$ cat src/rtl/sic_pkg.sv
// shared types, constants and codes for the stack integer calculator
`default_nettype none
package sic_pkg;
    localparam int STACK_DEPTH = 1024;
    localparam int ADDR_W      = $clog2(STACK_DEPTH);
    localparam int DEPTH_W     = $clog2(STACK_DEPTH + 1);
    localparam int WORD_W      = 32;
    localparam int IDX_W       = 10;
    localparam int DIV_CNT_W   = $clog2(WORD_W + 1);

    typedef enum logic [2:0] {
        M_PUSH = 3'd0, M_POP = 3'd1, M_PEEK_TOP = 3'd2, M_PEEK_BOT = 3'd3,
        M_ADD = 3'd4, M_SUB = 3'd5, M_MUL = 3'd6, M_DIV = 3'd7
    } t_mode;

    typedef enum logic [2:0] {
        ST_OK = 3'd0, ST_FULL = 3'd1, ST_EMPTY = 3'd2, ST_RANGE = 3'd3,
        ST_FEW = 3'd4, ST_DIVZERO = 3'd5
    } t_status;

    typedef enum logic [3:0] {
        S_IDLE, S_RD_PEEK, S_WAIT_PEEK, S_RD_RIGHT, S_RD_LEFT, S_WAIT_LEFT,
        S_ARITH, S_MUL_WAIT, S_DIV_RUN, S_DIV_FIX, S_WRITE, S_OUT
    } t_state;

    typedef enum logic [1:0] {
        A_PUSH, A_POP, A_RD_TOP, A_RD_IDX
    } t_addr_sel;

    // controller to datapath
    typedef struct packed {
        logic      load_in;
        logic      mem_re;
        t_addr_sel addr_sel;
        logic      mem_we_push;
        logic      mem_we_res;
        logic      take_right;
        logic      take_left;
        logic      take_value;
        logic      arith_go;
        logic      mul_go;
        logic      div_go;
        logic      div_step;
        logic      div_fix;
        logic      depth_inc;
        logic      depth_dec;
        logic      depth_dec2;
        logic      clr_value;
        logic      peek_bot;
    } t_ctrl;

    // datapath to controller
    typedef struct packed {
        t_mode mode;
        logic  full;
        logic  empty;
        logic  idx_bad;
        logic  few;
        logic  right_zero;
        logic  div_done;
    } t_stat;
endpackage
`default_nettype wire

$ cat src/rtl/sic_ctrl.sv
// sequencing state machine and output beat register
`default_nettype none
module sic_ctrl (
    input  wire logic           i_clk,
    input  wire logic           i_rst_n,
    input  wire logic           i_valid,
    output logic                o_stall,
    input  wire sic_pkg::t_stat i_stat,
    output sic_pkg::t_ctrl      o_ctrl,
    output logic [2:0]          o_status,
    output logic                o_valid,
    input  wire logic           i_stall,
    output logic                o_capture
);
    import sic_pkg::*;

    t_state  r_state, n_state;
    t_status r_status, n_status;
    logic    r_valid, n_valid;

    always_ff @(posedge i_clk) begin
        if (!i_rst_n) begin
            r_state  <= S_IDLE;
            r_valid  <= 1'b0;
            r_status <= ST_OK;
        end else begin
            r_state  <= n_state;
            r_valid  <= n_valid;
            r_status <= n_status;
        end
    end

    always_comb begin
        n_state  = r_state;
        n_status = r_status;
        n_valid  = r_valid;
        o_ctrl   = '0;
        o_ctrl.peek_bot = (i_stat.mode == M_PEEK_BOT);
        o_ctrl.addr_sel = A_RD_TOP;
        o_capture = 1'b0;
        o_stall  = 1'b1;
        if (r_valid && !i_stall) n_valid = 1'b0;
        unique case (r_state)
            S_IDLE: begin
                o_stall = 1'b0;
                if (i_valid) begin
                    o_ctrl.load_in = 1'b1;
                    n_state = S_RD_PEEK;
                end
            end
            S_RD_PEEK: begin
                n_status = ST_OK;
                o_ctrl.clr_value = 1'b1;
                unique case (i_stat.mode)
                    M_PUSH: begin
                        if (i_stat.full) begin
                            n_status = ST_FULL;
                        end else begin
                            o_ctrl.addr_sel = A_PUSH;
                            o_ctrl.mem_we_push = 1'b1;
                            o_ctrl.depth_inc = 1'b1;
                        end
                        n_state = S_OUT;
                    end
                    M_POP: begin
                        if (i_stat.empty) begin
                            n_status = ST_EMPTY;
                            n_state = S_OUT;
                        end else begin
                            o_ctrl.mem_re = 1'b1;
                            o_ctrl.depth_dec = 1'b1;
                            n_state = S_WAIT_PEEK;
                        end
                    end
                    M_PEEK_TOP, M_PEEK_BOT: begin
                        if (i_stat.idx_bad) begin
                            n_status = ST_RANGE;
                            n_state = S_OUT;
                        end else begin
                            o_ctrl.addr_sel = A_RD_IDX;
                            o_ctrl.mem_re = 1'b1;
                            n_state = S_WAIT_PEEK;
                        end
                    end
                    default: begin
                        if (i_stat.few) begin
                            n_status = ST_FEW;
                            n_state = S_OUT;
                        end else begin
                            n_state = S_RD_RIGHT;
                        end
                    end
                endcase
            end
            S_WAIT_PEEK: begin
                o_ctrl.take_value = 1'b1;
                n_state = S_OUT;
            end
            S_RD_RIGHT: begin
                // read top, then drop depth by one so the next read is the left word
                o_ctrl.mem_re = 1'b1;
                o_ctrl.depth_dec = 1'b1;
                n_state = S_RD_LEFT;
            end
            S_RD_LEFT: begin
                o_ctrl.take_right = 1'b1;
                o_ctrl.mem_re = 1'b1;
                o_ctrl.depth_dec = 1'b1;
                n_state = S_WAIT_LEFT;
            end
            S_WAIT_LEFT: begin
                o_ctrl.take_left = 1'b1;
                n_state = S_ARITH;
            end
            S_ARITH: begin
                unique case (i_stat.mode)
                    M_MUL: begin
                        o_ctrl.mul_go = 1'b1;
                        n_state = S_MUL_WAIT;
                    end
                    M_DIV: begin
                        if (i_stat.right_zero) begin
                            n_status = ST_DIVZERO;
                            n_state = S_OUT;
                        end else begin
                            o_ctrl.div_go = 1'b1;
                            n_state = S_DIV_RUN;
                        end
                    end
                    default: begin
                        o_ctrl.arith_go = 1'b1;
                        n_state = S_WRITE;
                    end
                endcase
            end
            S_MUL_WAIT: n_state = S_WRITE;
            S_DIV_RUN: begin
                if (i_stat.div_done) n_state = S_DIV_FIX;
                else o_ctrl.div_step = 1'b1;
            end
            S_DIV_FIX: begin
                o_ctrl.div_fix = 1'b1;
                n_state = S_WRITE;
            end
            S_WRITE: begin
                o_ctrl.addr_sel = A_PUSH;
                o_ctrl.mem_we_res = 1'b1;
                o_ctrl.depth_inc = 1'b1;
                n_state = S_OUT;
            end
            S_OUT: begin
                // wait for the output register to be free
                if (!r_valid || !i_stall) begin
                    o_capture = 1'b1;
                    n_valid = 1'b1;
                    n_state = S_IDLE;
                end
            end
            default: n_state = S_IDLE;
        endcase
    end

    assign o_valid  = r_valid;
    assign o_status = r_status;
endmodule
`default_nettype wire

$ cat config.mk
export PLATFORM = sky130hd
export DESIGN_NAME = sic_ctrl
export DESIGN_NICKNAME = d
export VERILOG_FILES = /design/src/rtl/sic_pkg.sv /design/src/rtl/sic_ctrl.sv
export SDC_FILE = /design/constraint.sdc
export NUM_CORES = 1
export LEC_CHECK = 0
export BUFFER_PORTS_ARGS = -buffer_cell sky130_fd_sc_hd__buf_2
export CORE_MARGIN = 2
export CORE_UTILIZATION = 40
export CTS_CLUSTER_SIZE = 24
export DETAILED_ROUTE_END_ITERATION = 7
export PLACE_DENSITY = 0.71
export SYNTH_ARGS = -nofsm -noshare
export SYNTH_HDL_FRONTEND = slang
export SYNTH_SLANG_ARGS = --single-unit
$ cat constraint.sdc
create_clock -name i_clk -period 4.2 [get_ports i_clk]
set_clock_uncertainty 0.2 [all_clocks]
set_input_delay 0.84 -clock i_clk [delete_from_list [all_inputs] [get_ports i_clk]]
set_output_delay 0.84 -clock i_clk [all_outputs]
set_load 0.01 [all_outputs]
==> impl.org <==
** Status
- Run status :: complete, no violations

** Synthesis
- Top-count cell post-synth :: nor2_1
- Simple logic cell fraction of the synthesized area :: between 40% and 50%
- Mean Syn Cell Area :: ~7.5 µm²
- After synthesis, the largest family of logic cells by area is simple AND/OR/NAND/NOR gates.
- Post-synthesis compound-gate area fraction :: between 20% and 30%
- Share of synthesized area spent on multiplexers :: 0%
- Total standard cell area after synthesis :: approximately 760 µm²
- Post-synth top cells :: nor2_1 (12), dfxtp_1 (8), nand2_1 (8), a21oi_1 (7), buf_2 (7)
- Post-synthesis sequential element count :: 8
- During synthesis, Yosys emitted a total of 0 warnings.
- After synthesis, the cell types taking the most area are dfxtp_1 (21%), nor2_1 (5.9%), nand2b_1 (5.0%).
- Count of mapped cells out of synthesis :: approximately 100
- Distinct cell type count of the synthesized netlist :: 39
- Most frequently used flop master after synthesis :: dfxtp_1
- The share of synthesized area in the top cell type comes to a little over a fifth.
- Post-synth ARST share :: 0%
- Nets in the synthesized netlist :: about 110
- Area share of fa/ha/maj cells after synthesis :: 0%
- For this run, the register share of the synthesized area comes to between 20% and 30%.
- Count of flip-flops with a built-in enable after synthesis :: 0
- Summing the areas of all xor and xnor instances in the mapped netlist gives 0% of the synthesized area.
- The synthesized design spends more area on one cell type than any other, namely dfxtp_1.

** Worst hold path
- Depth of the worst hold-timing path :: 2
- Path class of the lowest-slack min-delay path :: reg2reg
- The path with the worst hold slack has its endpoint at o_status[1].
- Startpoint of the most critical hold path :: o_status[1]

** GRT
- Vias in the first global route :: slightly above 700
- The first global-routing pass estimated ~3000 µm of wire.
- Largest net degree at the start of global routing :: 18
- The initial antenna violation count came to 0.
- After global routing the overflow that remains totals 0.
- Global routing used approximately a fifth of the available tracks across all layers.

** Placed design
- Once detailed placement completed, the half-perimeter wirelength came to 1500 µm.
- Count of buffers from port buffering :: 36
- Routability-driven placement congestion ratio :: ~0.8

** STA
- Measured against its own limit, the worst slew margin works out to between 60% and 70%.
- Summed over all failing endpoints, the final setup total negative slack is 0 ps.
- Number of max-slew violations in the final report :: 0
- F_max :: about 330 MHz
- Subtracting the final worst setup slack from the clock period gives around 3100 ps.
- Final period utilization :: about 73%
- Setup violations remaining at the end of the flow were counted as 0.
- The number of failing hold endpoints at the final stage was 0.
- At the pin with the least slew margin, the transition time is between 500 and 600 ps.
- Setup repair after global routing missed its margin :: no

** Clocking
- The tree is rooted in a clkbuf_4.
- CTS Hold Bufs :: 0
- Once the clock tree was built, the resizer swapped 0 gates to a different size.
- CTS built an H-tree with a depth of 1.
- Number of buffers inserted by post-CTS setup repair :: 0
- After clock tree synthesis, the clock-pin slew on the worst setup and hold paths is approximately 70 ps.
- TritonCTS built the clock tree.
- For the worst-skew pair, the clock arrives at the later sink with an insertion delay of around 270 ps.
- Clock net sink count :: 8
- Clock buffers created by TritonCTS :: 3
- The clock passes through at most 2 buffers.

** Floorplan
- From bottom edge to top edge, the die measures 47.5 µm.
- Once the floorplan was initialized, standard cells occupied between 40% and 50% of the core.
- Placement row count :: 15
- Count of pins on the block boundary :: 38
- The core region is about 1800 µm².
- Overall die area :: around 2300 µm²
- Die width :: about 48 µm

** Cells and area
- Inserted Diodes :: 0
- Post-route core utilization :: ~54%
- Share of final-layout standard cells stronger than drive strength 1 :: between 30% and 40%
- The layout has between 150 and 200 filler cells.
- Compared with the post-synthesis result, the final layout area differs by 25.2%.
- The final layout contains approximately 150 nets.

** Worst setup path
- STA puts the critical path data required time at approximately 3200 ps.
- Biggest fanout along the worst timing path :: 17
- On the critical path the largest part of the delay comes from simple AND/OR/NAND/NOR gates.
- The worst setup path is launched from a register.
- Reg2reg end :: o_status[2]
- Data on the critical path arrives at its endpoint at 2040 ps.
- The worst setup path is captured at a primary output.
- The signal on the critical path passes through nor4b_4, nand2b_1, nor4_2, or2_1, buf_2.
- Reg-to-reg setup timing slack :: 2330 ps
- The critical path crosses 5 cells after its start point.
- Worst r2r src :: r_state[1]
- Cell with the biggest individual delay on the critical path :: dfxtp_1
- Counting cells, the worst reg-to-reg path comes to 4.
- Class of the most critical setup path :: reg2out
- CP peak stage delay :: about 660 ps
- The number of buffers and inverters on the critical path is 1.

** Power
- Summed over all cells, the static leakage comes to 0.451 nW.
- Total power for the finished layout comes to between 0.0005 and 0.0006 W.
- For this design the ratio of total power to cell area is approximately 540 nW/µm².
- Worst vdd rail ir drop :: 0.313 mV

** Routing
- Before antenna repair, the detailed router went through 4 iterations.
- After detailed routing, the total wire length is approximately 2000 µm.
- After detailed routing, the number of vias per cell comes to 5.56.
- WL/cell :: around 13 µm
- In the routed design, unresolved DRC markers number 0.
- For this block, the initial DRC count from the detailed router was 24.
- Vias post-DR :: 873
- Count of nets left with antenna violations after detail routing :: 0

** Run
- The tool flagged a number of max-cap violations equal to 0.
routing by layer:
layer,track usage (%),routed length (µm)
met4,8.65,35
met3,6.79,158
met1,23.4,915
met5,0,0
met2,29.7,879
placed cells by master, fill, tap and decap left out, drive strengths merged, types with 3 or more instances in the layout:
master  netlist  final
nor4b         3      3
dfxtp         8      8
nand2b        6      6
nor4          4      4
o211a         3      3
clkbuf        0      3
o21ai         5      5
nor2b         3      3
buf           8     36
a21oi         7      7
a21boi        3      3
nor2         12     12
nor3          5      5
or2           3      3
nand2         8      8
stage by stage:
step	std cells	hold WS (ps)	cell area, µm²	worst slack, ps
CTS	157	292	950	1090
global route	157	306	950	894
floorplan	101	297	758	1350
finish	157	293	950	1120
global placement	154	259	927	1290
detailed placement	154	281	927	1240
sequential cells by signal, indices dropped and copies added, names as in the netlist:
register,flops
o_status,3
r_state,4
o_valid,1
cell type report:
type	instances	area, µm²	share of cell area (%)
clock buffers	3	22.5	2.37
inverters	2	7.51	0.791
multi-input cells	83	548	57.7
flip-flops and latches	8	160	16.9
well taps	25	31.3	3.29
repair buffers	36	180	19.0
cells by family after synthesis:
family | after synthesis
other | 1
AOI/OAI and AO/OA | 26
DFF | 8
and+or+nand+nor | 56
buffers and inverters | 10
worst register-to-register path, delay by kind of cell (launching register included):
kind            cells  cell delay, ps
flops               1             680
simple gates        3             660
compound gates      1             210
where the power goes:
group | switching (W) | leakage (nW) | internal (W)
logic | 0.000141 | 0.372 | 0.000135
clock network | 0.0000310 | 0.0138 | 0.0000329
registers | 0.0000688 | 0.0656 | 0.000101
worst max-delay path by stage:
| stage | startpoint | end | slack, ps |
|---|---|---|---|
| floorplan | i_stat[6] | o_ctrl[17] | 1350 |
| global placement | i_stat[8] | o_ctrl[17] | 1290 |
| detailed placement | i_stat[8] | o_ctrl[17] | 1240 |
| CTS | r_state[0] | o_ctrl[4] | 1090 |
| global route | r_state[0] | o_ctrl[4] | 890 |
| finish | r_state[0] | o_ctrl[4] | 1120 |
Power figures use the tool's default switching activity.
